$ cat config.mk
export PLATFORM = sky130hd
export DESIGN_NAME = hit_record_decoder_flat
export DESIGN_NICKNAME = d
export VERILOG_FILES = /design/src/rtl/hrd_pkg.sv /design/src/rtl/hrd_in_if.sv /design/src/rtl/hrd_out_if.sv /design/src/rtl/hit_record_decoder.sv /design/src/rtl/hrd_front.sv /design/src/rtl/hrd_queue.sv /design/src/rtl/hrd_back.sv /design/src/flat_wrapper.sv
export SDC_FILE = /design/constraint.sdc
export NUM_CORES = 1
export LEC_CHECK = 0
export BUFFER_PORTS_ARGS = -buffer_cell sky130_fd_sc_hd__buf_2
export CORE_MARGIN = 8
export CORE_UTILIZATION = 40
export DETAILED_ROUTE_END_ITERATION = 6
export PLACE_DENSITY = 0.68
export SYNTH_ARGS = -nofsm -noshare
export SYNTH_HDL_FRONTEND = slang
export SYNTH_SLANG_ARGS = --single-unit
$ cat constraint.sdc
create_clock -name clk -period 7.4 [get_ports clk]
set_input_delay 0 -clock clk [delete_from_list [all_inputs] [get_ports clk]]
set_output_delay 0 -clock clk [all_outputs]
set_load 0.005 [all_outputs]
$ cat src/rtl/hrd_pkg.sv
// Package for the hit record decoder: record layout constants, field codes,
// the queue entry type and the timestamp decode function.
// Used by every module of the decoder; depends on nothing.
package hrd_pkg;

    localparam int ADC_CHANNELS = 32;
    localparam int POS_W        = 7;
    localparam int CHAN_W       = 5;
    localparam int KIND_W       = 3;
    localparam int VALUE_W      = 32;
    localparam int FLAGS_W      = 4;
    localparam int CFG_IDX_W    = 1;
    localparam int CFG_DATA_W   = 8;
    localparam int QUEUE_DEPTH  = 4;
    localparam int QPTR_W       = 2;

    localparam logic [POS_W-1:0] HDR_BYTES    = POS_W'(12);
    localparam logic [POS_W-1:0] ADC_END      = POS_W'(12 + 2 * ADC_CHANNELS);
    localparam logic [POS_W-1:0] REC_LEN_BASE = ADC_END;
    localparam logic [POS_W-1:0] REC_LEN_CO   = POS_W'(12 + 2 * ADC_CHANNELS + 4);

    localparam int TS_ABSENT_BIT    = 30;
    localparam int TS_REFERENCE_BIT = 31;

    localparam logic [CFG_IDX_W-1:0] CFG_COINC_PRESENT = CFG_IDX_W'(0);
    localparam logic [CFG_IDX_W-1:0] CFG_TS_OFFSET     = CFG_IDX_W'(1);

    typedef enum logic [KIND_W-1:0] {
        KIND_LOST_CPU  = 3'd0,
        KIND_LOST_FPGA = 3'd1,
        KIND_TS0       = 3'd2,
        KIND_TS1       = 3'd3,
        KIND_ADC       = 3'd4,
        KIND_COINC     = 3'd5
    } field_kind_t;

    typedef struct packed {
        field_kind_t         kind;
        logic [CHAN_W-1:0]   chan;
        logic [VALUE_W-1:0]  raw;
        logic                last;
    } field_entry_t;

    // Bits 29:2 are Gray coded; the low two bits pass through unchanged.
    function automatic logic [VALUE_W-1:0] decode_stamp(
        input logic [VALUE_W-1:0] raw,
        input logic [CFG_DATA_W-1:0] offset
    );
        logic [27:0] g;
        logic [VALUE_W-1:0] bin;
        g = raw[29:2];
        g = g ^ (g >> 1);
        g = g ^ (g >> 2);
        g = g ^ (g >> 4);
        g = g ^ (g >> 8);
        g = g ^ (g >> 16);
        bin = {2'b00, g, raw[1:0]};
        return bin + {{(VALUE_W-CFG_DATA_W){1'b0}}, offset};
    endfunction

endpackage

$ cat src/rtl/hrd_in_if.sv
// Byte input channel of the hit record decoder: valid, ready and one payload byte.
// Depends on nothing.
interface hrd_in_if;
    logic       valid;
    logic       ready;
    logic [7:0] data_byte;
    logic       start_of_hit;

    modport source (output valid, output data_byte, output start_of_hit, input ready);
    modport sink (input valid, input data_byte, input start_of_hit, output ready);
endinterface

$ cat src/rtl/hrd_out_if.sv
// Field output channel of the hit record decoder: valid, ready and one decoded field.
// Depends on nothing.
interface hrd_out_if;
    logic        valid;
    logic        ready;
    logic [2:0]  field_kind;
    logic [4:0]  channel;
    logic [31:0] value;
    logic [3:0]  hit_flags;
    logic        last_of_hit;

    modport source (output valid, output field_kind, output channel, output value,
                    output hit_flags, output last_of_hit, input ready);
    modport sink (input valid, input field_kind, input channel, input value,
                  input hit_flags, input last_of_hit, output ready);
endinterface

$ cat src/rtl/hit_record_decoder.sv
// Hit record decoder top level: configuration registers, front end, queue and back end.
// Depends on hrd_pkg, hrd_in_if, hrd_out_if, hrd_front, hrd_queue and hrd_back.
//
// The decoder takes one payload byte per cycle and delivers one beat for every
// completed field of a hit record, queued when its last byte is accepted and then
// registered at the output. A four-entry queue separates the byte-position tracker
// from the timestamp decoder and output register, so a byte is accepted in every
// cycle while the queue has room, and a stalled output only holds the input back
// once the queue fills. Records are 76 bytes, or 80 with the coincidence word, and
// follow one another without any marker; start_of_hit restarts a record. The user
// must write configuration only while no beat is in flight; the block does not check.
module hit_record_decoder (
    input  logic                          clk,
    input  logic                          rst_n,
    input  logic                          cfg_we,
    input  logic [hrd_pkg::CFG_IDX_W-1:0] cfg_index,
    input  logic [hrd_pkg::CFG_DATA_W-1:0] cfg_data,
    hrd_in_if.sink                        bytes,
    hrd_out_if.source                     fields
);
    import hrd_pkg::*;

    logic                  coinc_reg, coinc_next;
    logic [CFG_DATA_W-1:0] offset_reg, offset_next;
    logic                  push, pop, not_full, not_empty;
    field_entry_t          push_entry, head;

    always_comb
    begin
        coinc_next  = coinc_reg;
        offset_next = offset_reg;
        if (cfg_we)
        begin
            case (cfg_index)
                CFG_COINC_PRESENT: coinc_next  = cfg_data[0];
                CFG_TS_OFFSET:     offset_next = cfg_data;
                default:           coinc_next  = coinc_reg;
            endcase
        end
    end

    always_ff @(posedge clk or negedge rst_n)
    begin
        if (!rst_n)
        begin
            coinc_reg  <= 1'b1;
            offset_reg <= CFG_DATA_W'(5);
        end
        else
        begin
            coinc_reg  <= coinc_next;
            offset_reg <= offset_next;
        end
    end

    assign bytes.ready = not_full;

    hrd_front u_front (
        .clk           (clk),
        .rst_n         (rst_n),
        .coinc_present (coinc_reg),
        .byte_valid    (bytes.valid),
        .data_byte     (bytes.data_byte),
        .start_of_hit  (bytes.start_of_hit),
        .push_ok       (not_full),
        .push          (push),
        .push_entry    (push_entry)
    );

    hrd_queue u_queue (
        .clk        (clk),
        .rst_n      (rst_n),
        .push       (push),
        .push_entry (push_entry),
        .not_full   (not_full),
        .pop        (pop),
        .not_empty  (not_empty),
        .head       (head)
    );

    hrd_back u_back (
        .clk       (clk),
        .rst_n     (rst_n),
        .ts_offset (offset_reg),
        .not_empty (not_empty),
        .head      (head),
        .pop       (pop),
        .fields    (fields)
    );

endmodule

$ cat src/rtl/hrd_front.sv
// Front end of the hit record decoder: tracks the byte position, assembles
// little-endian fields and pushes each completed raw field into the queue.
// Depends on hrd_pkg.
module hrd_front (
    input  logic                  clk,
    input  logic                  rst_n,
    input  logic                  coinc_present,
    input  logic                  byte_valid,
    input  logic [7:0]            data_byte,
    input  logic                  start_of_hit,
    input  logic                  push_ok,
    output logic                  push,
    output hrd_pkg::field_entry_t push_entry
);
    import hrd_pkg::*;

    logic [POS_W-1:0]   pos_reg, pos_next;
    logic [VALUE_W-1:0] buf_reg, buf_next;
    logic [POS_W-1:0]   pos;
    logic [POS_W-1:0]   pos_inc;
    logic [POS_W-1:0]   rec_len;
    logic [POS_W-1:0]   start;
    logic [POS_W-1:0]   adc_rel;
    logic [1:0]         off;
    logic [1:0]         size_m1;
    field_kind_t        kind;
    logic               accept;

    assign accept = byte_valid && push_ok;

    always_comb
    begin
        pos      = start_of_hit ? '0 : pos_reg;
        pos_inc  = pos + POS_W'(1);
        rec_len  = coinc_present ? REC_LEN_CO : REC_LEN_BASE;
        adc_rel  = pos - HDR_BYTES;
        kind     = KIND_COINC;
        start    = ADC_END;
        size_m1  = 2'd3;
        if (pos < POS_W'(2))
        begin
            kind = KIND_LOST_CPU;  start = POS_W'(0); size_m1 = 2'd1;
        end
        else if (pos < POS_W'(4))
        begin
            kind = KIND_LOST_FPGA; start = POS_W'(2); size_m1 = 2'd1;
        end
        else if (pos < POS_W'(8))
        begin
            kind = KIND_TS0;       start = POS_W'(4); size_m1 = 2'd3;
        end
        else if (pos < HDR_BYTES)
        begin
            kind = KIND_TS1;       start = POS_W'(8); size_m1 = 2'd3;
        end
        else if (pos < ADC_END)
        begin
            kind = KIND_ADC;       start = pos - POS_W'(adc_rel[0]); size_m1 = 2'd1;
        end
        off = 2'(pos - start);

        if (off == 2'd0)
            buf_next = {{(VALUE_W-8){1'b0}}, data_byte};
        else
            buf_next = buf_reg | ({{(VALUE_W-8){1'b0}}, data_byte} << {off, 3'b000});

        pos_next   = pos_reg;
        push       = 1'b0;
        push_entry.kind = kind;
        push_entry.chan = (kind == KIND_ADC) ? CHAN_W'(adc_rel >> 1) : '0;
        push_entry.raw  = buf_next;
        push_entry.last = (pos_inc == rec_len);
        if (accept)
        begin
            if (pos >= rec_len)
                pos_next = '0;
            else
            begin
                pos_next = (pos_inc >= rec_len) ? '0 : pos_inc;
                push     = (off == size_m1);
            end
        end
    end

    always_ff @(posedge clk or negedge rst_n)
    begin
        if (!rst_n)
        begin
            pos_reg <= '0;
            buf_reg <= '0;
        end
        else if (accept && (pos < rec_len))
        begin
            pos_reg <= pos_next;
            buf_reg <= buf_next;
        end
        else if (accept)
        begin
            pos_reg <= pos_next;
        end
    end

endmodule

$ cat src/rtl/hrd_queue.sv
// Short queue of raw fields between the front and back ends of the decoder.
// Depends on hrd_pkg.
module hrd_queue (
    input  logic                  clk,
    input  logic                  rst_n,
    input  logic                  push,
    input  hrd_pkg::field_entry_t push_entry,
    output logic                  not_full,
    input  logic                  pop,
    output logic                  not_empty,
    output hrd_pkg::field_entry_t head
);
    import hrd_pkg::*;

    field_entry_t        mem [QUEUE_DEPTH];
    logic [QPTR_W-1:0]   wr_ptr_reg, wr_ptr_next;
    logic [QPTR_W-1:0]   rd_ptr_reg, rd_ptr_next;
    logic [QPTR_W:0]     count_reg, count_next;

    assign not_full  = (count_reg != (QPTR_W+1)'(QUEUE_DEPTH));
    assign not_empty = (count_reg != '0);
    assign head      = mem[rd_ptr_reg];

    always_comb
    begin
        wr_ptr_next = push ? wr_ptr_reg + QPTR_W'(1) : wr_ptr_reg;
        rd_ptr_next = pop ? rd_ptr_reg + QPTR_W'(1) : rd_ptr_reg;
        count_next  = count_reg + (QPTR_W+1)'(push) - (QPTR_W+1)'(pop);
    end

    always_ff @(posedge clk)
    begin
        if (push)
            mem[wr_ptr_reg] <= push_entry;
    end

    always_ff @(posedge clk or negedge rst_n)
    begin
        if (!rst_n)
        begin
            wr_ptr_reg <= '0;
            rd_ptr_reg <= '0;
            count_reg  <= '0;
        end
        else
        begin
            wr_ptr_reg <= wr_ptr_next;
            rd_ptr_reg <= rd_ptr_next;
            count_reg  <= count_next;
        end
    end

endmodule

$ cat src/rtl/hrd_back.sv
// Back end of the hit record decoder: decodes timestamps, builds the hit flags
// and holds each result in the output register until it is taken.
// Depends on hrd_pkg and hrd_out_if.
module hrd_back (
    input  logic                   clk,
    input  logic                   rst_n,
    input  logic [7:0]             ts_offset,
    input  logic                   not_empty,
    input  hrd_pkg::field_entry_t  head,
    output logic                   pop,
    hrd_out_if.source              fields
);
    import hrd_pkg::*;

    logic               valid_reg, valid_next;
    logic [1:0]         status_reg, status_next;
    logic [KIND_W-1:0]  kind_reg, kind_next;
    logic [CHAN_W-1:0]  chan_reg, chan_next;
    logic [VALUE_W-1:0] value_reg, value_next;
    logic [FLAGS_W-1:0] flags_reg, flags_next;
    logic               last_reg, last_next;
    logic               present;

    assign pop     = not_empty && (!valid_reg || fields.ready);
    assign present = !head.raw[TS_ABSENT_BIT];

    always_comb
    begin
        valid_next  = valid_reg;
        status_next = status_reg;
        kind_next   = kind_reg;
        chan_next   = chan_reg;
        value_next  = value_reg;
        flags_next  = flags_reg;
        last_next   = last_reg;
        if (valid_reg && fields.ready)
            valid_next = 1'b0;
        if (pop)
        begin
            valid_next = 1'b1;
            kind_next  = KIND_W'(head.kind);
            chan_next  = head.chan;
            last_next  = head.last;
            value_next = head.raw;
            flags_next = '0;
            case (head.kind)
                KIND_TS0:
                begin
                    status_next = {head.raw[TS_REFERENCE_BIT], present};
                    value_next  = decode_stamp(head.raw, ts_offset);
                end
                KIND_TS1:
                begin
                    flags_next = {head.raw[TS_REFERENCE_BIT], status_reg[1], present,
                                  status_reg[0]};
                    value_next = decode_stamp(head.raw, ts_offset);
                end
                default:
                begin
                    value_next = head.raw;
                end
            endcase
        end
    end

    always_ff @(posedge clk or negedge rst_n)
    begin
        if (!rst_n)
        begin
            valid_reg  <= 1'b0;
            status_reg <= '0;
        end
        else
        begin
            valid_reg  <= valid_next;
            status_reg <= status_next;
        end
    end

    always_ff @(posedge clk)
    begin
        kind_reg  <= kind_next;
        chan_reg  <= chan_next;
        value_reg <= value_next;
        flags_reg <= flags_next;
        last_reg  <= last_next;
    end

    assign fields.valid       = valid_reg;
    assign fields.field_kind  = kind_reg;
    assign fields.channel     = chan_reg;
    assign fields.value       = value_reg;
    assign fields.hit_flags   = flags_reg;
    assign fields.last_of_hit = last_reg;

endmodule

$ cat src/flat_wrapper.sv
// flat-port wrapper written by rule: the top's interface ports become plain ports
module hit_record_decoder_flat import hrd_pkg::*;
  (clk, rst_n, cfg_we, cfg_index, cfg_data, bytes_valid, bytes_data_byte, bytes_start_of_hit, bytes_ready, fields_valid, fields_field_kind, fields_channel, fields_value, fields_hit_flags, fields_last_of_hit, fields_ready);
  hrd_in_if bytes_i ();
  hrd_out_if fields_i ();
  input  logic clk;
  input  logic rst_n;
  input  logic cfg_we;
  input  logic [hrd_pkg::CFG_IDX_W-1:0] cfg_index;
  input  logic [hrd_pkg::CFG_DATA_W-1:0] cfg_data;
  input wire logic [$bits(bytes_i.valid)-1:0] bytes_valid;
  input wire logic [$bits(bytes_i.data_byte)-1:0] bytes_data_byte;
  input wire logic [$bits(bytes_i.start_of_hit)-1:0] bytes_start_of_hit;
  output wire logic [$bits(bytes_i.ready)-1:0] bytes_ready;
  output wire logic [$bits(fields_i.valid)-1:0] fields_valid;
  output wire logic [$bits(fields_i.field_kind)-1:0] fields_field_kind;
  output wire logic [$bits(fields_i.channel)-1:0] fields_channel;
  output wire logic [$bits(fields_i.value)-1:0] fields_value;
  output wire logic [$bits(fields_i.hit_flags)-1:0] fields_hit_flags;
  output wire logic [$bits(fields_i.last_of_hit)-1:0] fields_last_of_hit;
  input wire logic [$bits(fields_i.ready)-1:0] fields_ready;
  assign bytes_i.valid = bytes_valid;
  assign bytes_i.data_byte = bytes_data_byte;
  assign bytes_i.start_of_hit = bytes_start_of_hit;
  assign bytes_ready = bytes_i.ready;
  assign fields_valid = fields_i.valid;
  assign fields_field_kind = fields_i.field_kind;
  assign fields_channel = fields_i.channel;
  assign fields_value = fields_i.value;
  assign fields_hit_flags = fields_i.hit_flags;
  assign fields_last_of_hit = fields_i.last_of_hit;
  assign fields_i.ready = fields_ready;
  hit_record_decoder u_core (.clk(clk), .rst_n(rst_n), .cfg_we(cfg_we), .cfg_index(cfg_index), .cfg_data(cfg_data), .bytes(bytes_i), .fields(fields_i));
endmodule
Yosys cells after proc, flatten, opt, wreduce, memory -nomap -nowiden
Memories as Yosys holds them, arrays and structs flattened.
Index checks and enable logic that the tools add are counted.
{"block": "op_classes", "n_eq_ne": 6, "reduce_logical": 15, "n_lt_le_gt_ge": 8, "shifts": 1, "addsub": 9, "bitwise": 7, "muxes": 31}
{"cell": "$mux 32", "count": 2}
{"cell": "$mux 7", "count": 6}
{"cell": "$or 32x32->32", "count": 1}
{"cell": "$shl 8x5->32", "count": 1}
{"cell": "$add 30x8->31", "count": 1}
{"cell": "$xor 28x12->28", "count": 1}
{"cell": "$xor 28x20->28", "count": 1}
{"cell": "$xor 28x24->28", "count": 1}
{"cell": "$xor 28x26->28", "count": 1}
{"cell": "$xor 28x27->28", "count": 1}
{"cell": "$mux 2", "count": 10}
{"cell": "$ge 7x7->1", "count": 2}
{"cell": "$lt 7x4->1 const B", "count": 2}
{"cell": "$mux 3", "count": 4}
{"cell": "$mux 5", "count": 2}
{"cell": "$add 7x1->7 const B", "count": 1}
{"cell": "$eq 7x7->1", "count": 1}
{"cell": "$lt 7x2->1 const B", "count": 1}
{"cell": "$lt 7x3->1 const B", "count": 1}
{"cell": "$lt 7x7->1", "count": 1}
{"cell": "$lt 7x7->1 const B", "count": 1}
{"cell": "$mux 1", "count": 7}
{"cell": "$eq 3x2->1 const B", "count": 2}
{"cell": "$reduce_and 2->1", "count": 3}
{"cell": "other kinds (17)", "count": 23}
{"block": "word_totals", "n_memories": 1, "regBits": 103, "mem_bits_rw": 164, "elab_cells": 92, "output_inout_bits": 47}
{"memory": "u_core.u_queue.mem", "depth": 4, "width": 41, "rd": 1, "rd_ports_with_merged_regs": 0, "write_ports": 1, "line_no": "hrd_queue.sv:15", "text": "field_entry_t mem [QUEUE_DEPTH];"}

Longest topological paths before layout
{"block": "depth", "ltp_word": 14, "depth_mapped": 22, "depth_no_buf": 20}

Hierarchy
Synthesis repeated with hierarchy kept, for this count alone.
{"block": "unflattened", "cells_unflattened": 937, "hier_area_um2": 13232.7}
{"module": "hrd_queue", "instances": 1, "cells_per_inst": 250, "area_each_um2": 6362.4}
{"module": "hrd_back", "instances": 1, "cells_per_inst": 407, "area_each_um2": 4031.4}
{"module": "hrd_front", "instances": 1, "cells_per_inst": 260, "area_each_um2": 2496.1}
{"module": "hit_record_decoder", "instances": 1, "cells_per_inst": 20, "area_each_um2": 342.8}

Least setup slack after synthesis
OpenSTA, ideal clock, no wires.
{"block": "synth_timing", "path_type": "register -> register", "start": "reg u_core.u_queue.rd_ptr_reg[0]", "end": "reg u_core.u_back.value_reg[21] (netlist: u_core.u_back.fields.value[21]) (data pin)", "required_time_ps": 7142, "period_less_slack_ps": 5903, "arrival_time_ps": 5644, "path_slack_ps": 1497, "path_stages_with_launch": 22, "cell_sequence": "dfrtp_1 -> buf_6 -> buf_6 -> mux4_2 -> ha_1 -> xor2_1 -> xnor2_2 -> xnor3_1 -> xnor2_1 -> xnor2_1 -> xnor2_1 -> ha_1 -> a21o_1 -> a211oi_1 -> o21ai_0 -> a31o_2 -> nor2b_1 -> nor2b_1 -> buf_2 -> a311oi_1 -> a211oi_2 -> xnor2_1"}
{"block": "synth_via", "elab_chain_cells": 8, "elab_cells_between_ends": 11}
{"element": "start: declaration", "line_no": "hrd_queue.sv:17", "text": "logic [QPTR_W-1:0] rd_ptr_reg, rd_ptr_next;"}
{"element": "start signal: assignment", "line_no": "hrd_queue.sv:48", "text": "rd_ptr_reg <= rd_ptr_next;"}
{"element": "$mem_v2 4x41 *"}
{"element": "$xor 28x27->28", "line_no": "hrd_pkg.sv:52", "text": "g = g ^ (g >> 1);"}
{"element": "$xor 28x26->28", "line_no": "hrd_pkg.sv:53", "text": "g = g ^ (g >> 2);"}
{"element": "$xor 28x24->28", "line_no": "hrd_pkg.sv:54", "text": "g = g ^ (g >> 4);"}
{"element": "$xor 28x20->28", "line_no": "hrd_pkg.sv:55", "text": "g = g ^ (g >> 8);"}
{"element": "$xor 28x12->28", "line_no": "hrd_pkg.sv:56", "text": "g = g ^ (g >> 16);"}
{"element": "$add 30x8->31", "line_no": "hrd_pkg.sv:58", "text": "return bin + {{(VALUE_W-CFG_DATA_W){1'b0}}, offset};"}
{"element": "$mux 32 *"}
{"element": "end signal: assignment", "line_no": "hrd_back.sv:84", "text": "value_reg <= value_next;"}
{"element": "end: declaration", "line_no": "hrd_back.sv:19", "text": "logic [VALUE_W-1:0] value_reg, value_next;"}
Every way passes the cells marked *; elsewhere a longest branch is shown, timed or not.
A chain may end at the register's enable or synchronous reset.

Final worst setup path
Same ends and word-level chain as after synthesis.

==> metrics.txt <==
status finished, final reports clean; fin crit period 6.63 ns; number of enable flip-flop cells after synthesis 209; Mapped Avg Cell Area 14.5 um2; worst path cell trace buf_4 -> buf_4 -> mux4_2 -> xnor2_1 -> inv_1 -> xnor3_1 -> xnor2_1 -> xnor2_1 -> xnor2_1 -> ha_1 -> a21o_1 -> a211oi_1 -> o21ai_0 -> a31o_2 -> nor2b_1 -> nor2b_1 -> a311oi_1 -> a211oi_2 -> xnor2_1; Die W 193 um; area leader, netlist edfxtp_1; fin. max-slew vios 0; ranking of synthesized cells by area edfxtp_1 50%, dfrtp_1 11%, mux4_2 7.4%; hpwl dp 17100 um; Critical path buffers and inverters 3; Peak Freq 151 MHz; final setup violation count 0; Synth async-reset ratio 0.217; max cap viols 0; Crit path top cell by count xnor2_1; CTS Buffer Depth 3; setup_tns 0 ns; Starting Density 0.407; htree depth 1; top cell type's share of synthesized area 0.503; Worst setup EP type flip-flop; Worst Tran Pin Value 1.14 ns; top_reg_cell synth edfxtp_1; Port Buf Inserts 69; most frequent cells in the layout 209 x edfxtp_1, 86 x nand2_1, 69 x buf_2; Top delay family on crit path XOR/XNOR gates; DR iter-0 viols 524; yosys warns 0; # DRC 0; Crit path largest cell delay 0.61 ns; Post-Layout Cell Count 1375; CTS tree built; Fin Clk Skew 0.0390 ns; r2r worst-path depth 19; WP data required 7.68 ns; clk root buf clkbuf_16; RSZ-0062 raised after global routing no; GP Congestion 0.853; DRT Wirelength 25800 um; Slew headroom 0.240; Layout area overhead 15.4%; Worst setup SP type flip-flop; Fin. Hold Viols 0; IO Pins 70; vias in the first global route 7223; Reg2Reg Setup Slack 0.77 ns; CP Max Fanout 24; remaining global-route overflow 0; Crit-path slowest cell mux4_2; CTS Sinks 267; CP Launch Point u_core.u_queue.rd_ptr_reg[0]; Final Cycle Share 0.896; largest net degree at the start of global routing 59; vias per inst 5.24; core area 30700 um2; Synth Cell Area 12500 um2; synthesized flop and latch total 267; cells after synthesis 860; Syn Nets 909; Die ar. 37100 um2; gr usage total 0.138; max reg flops 164; most common cell after layout, fill and taps aside edfxtp_1; Die Ht 193 um; nets@finish 1006; TritonCTS Buffers 28; Setup Crit Path Kind flip-flop to flip-flop; CTS-repair resized insts 0; share of cells above drive strength 1 0.236; drt wl/cell 18.7 um; Inst Count DP 1300; n_diodes 0; CP Depth 19; HP Class input pin to async pin; Antenna Nets Post-Route 0; Distinct cells, synth 57; clock latency on the worst-skew pair 0.56 ns; clock-pin slew of the registers on the worst-case setup and hold paths 0.06 ns; Reg2Reg Capture Point u_core.u_back.fields.value[21]; crit path to u_core.u_back.fields.value[21]; first-pass iteration count of the detailed router 4; Rows 64; Worst EP arrival 6.91 ns; RR Startpoint u_core.u_queue.rd_ptr_reg[0]; initial antenna violation count 0; first-pass GRT wire length 40800 um; via count 7206; post-synthesis sequential area ratio 0.619
## cells by family after synthesis
logic type	synth area share
and+or+nand+nor	0.0749
adders and majority gates	0.0273
buffers and inverters	0.0217
muxes	0.115
AOI/OAI and AO/OA	0.0532
DFF	0.619
xor gates and xnor gates	0.0888
## repair_timing
| item | CTS | global route |
|---|---|---|
| buffers inserted | 0 | 0 |
| endpoints found under the hold margin | 118 | 0 |
| setup endpoints to repair | 0 | 0 |
| hold buffers | 23 | 0 |
## through the flow
step                area, um2  hold slack, ns  setup WS, ns  utilization
floorplan               12500          -0.296          1.50            -
global placement        13300           0.203         0.925        0.433
detailed placement      13300           0.206         0.763        0.433
CTS                     14400           0.157         0.719        0.470
global route            14400           0.169         0.119        0.470
finish                  14400           0.119         0.772        0.470
## layout make-up
type	count	area [um2]
clock inverters	19	181
clock buffers	33	719
fillers	2632	16300
inverters	28	105
well taps	396	495
multi-input cells	528	4510
flip-flops and latches	267	7730
repair buffers	104	666
## worst min-delay path by stage
stage	from	endpoint	depth (start not counted)
floorplan	rst_n	u_core.offset_reg[1]	0
global placement	rst_n	u_core.u_back.status_reg[0]	2
detailed placement	rst_n	u_core.offset_reg[3]	2
CTS	rst_n	u_core.offset_reg[3]	3
global route	cfg_index	u_core.offset_reg[1]	3
finish	rst_n	u_core.u_back.status_reg[0]	3
## worst reg2reg max path, delay by kind of cell, from the launching register on
family | cells | cell delay [ns]
buf+inv | 3 | 1.00
simple gates | 2 | 0.81
xor+xnor | 6 | 1.95
flops | 1 | 0.39
fa+ha+maj | 1 | 0.34
mux | 1 | 0.62
compound gates | 6 | 1.26
## cells in the mapped netlist, drive strengths merged (6+ instances only)
| cell type | n |
|---|---|
| a22o | 12 |
| mux4 | 41 |
| buf | 13 |
| and2 | 6 |
| ha | 24 |
| nor2b | 12 |
| edfxtp | 209 |
| nor2 | 42 |
| dfrtp | 55 |
| o21ai | 36 |
| clkbuf | 24 |
| inv | 28 |
| a211oi | 6 |
| xnor2 | 66 |
| nand2 | 86 |
| a21oi | 31 |
| xor2 | 36 |
| and3 | 8 |
| mux2 | 42 |
| nand3 | 9 |
| xnor3 | 8 |
## layer usage
metal / share of wire / vias up / GRT usage / wire, um
met5: 0 / - / 0 / 0
met4: 0.017 / 0 / 0.0344 / 427
met3: 0.061 / 34 / 0.0275 / 1580
met2: 0.45 / 186 / 0.220 / 11600
met1: 0.47 / 3603 / 0.192 / 12200
li1: - / 3383 / - / -
Power is left out: the tool's default activity adds up to more than one toggle a clock period on the data nets, which glitch-free logic cannot reach.
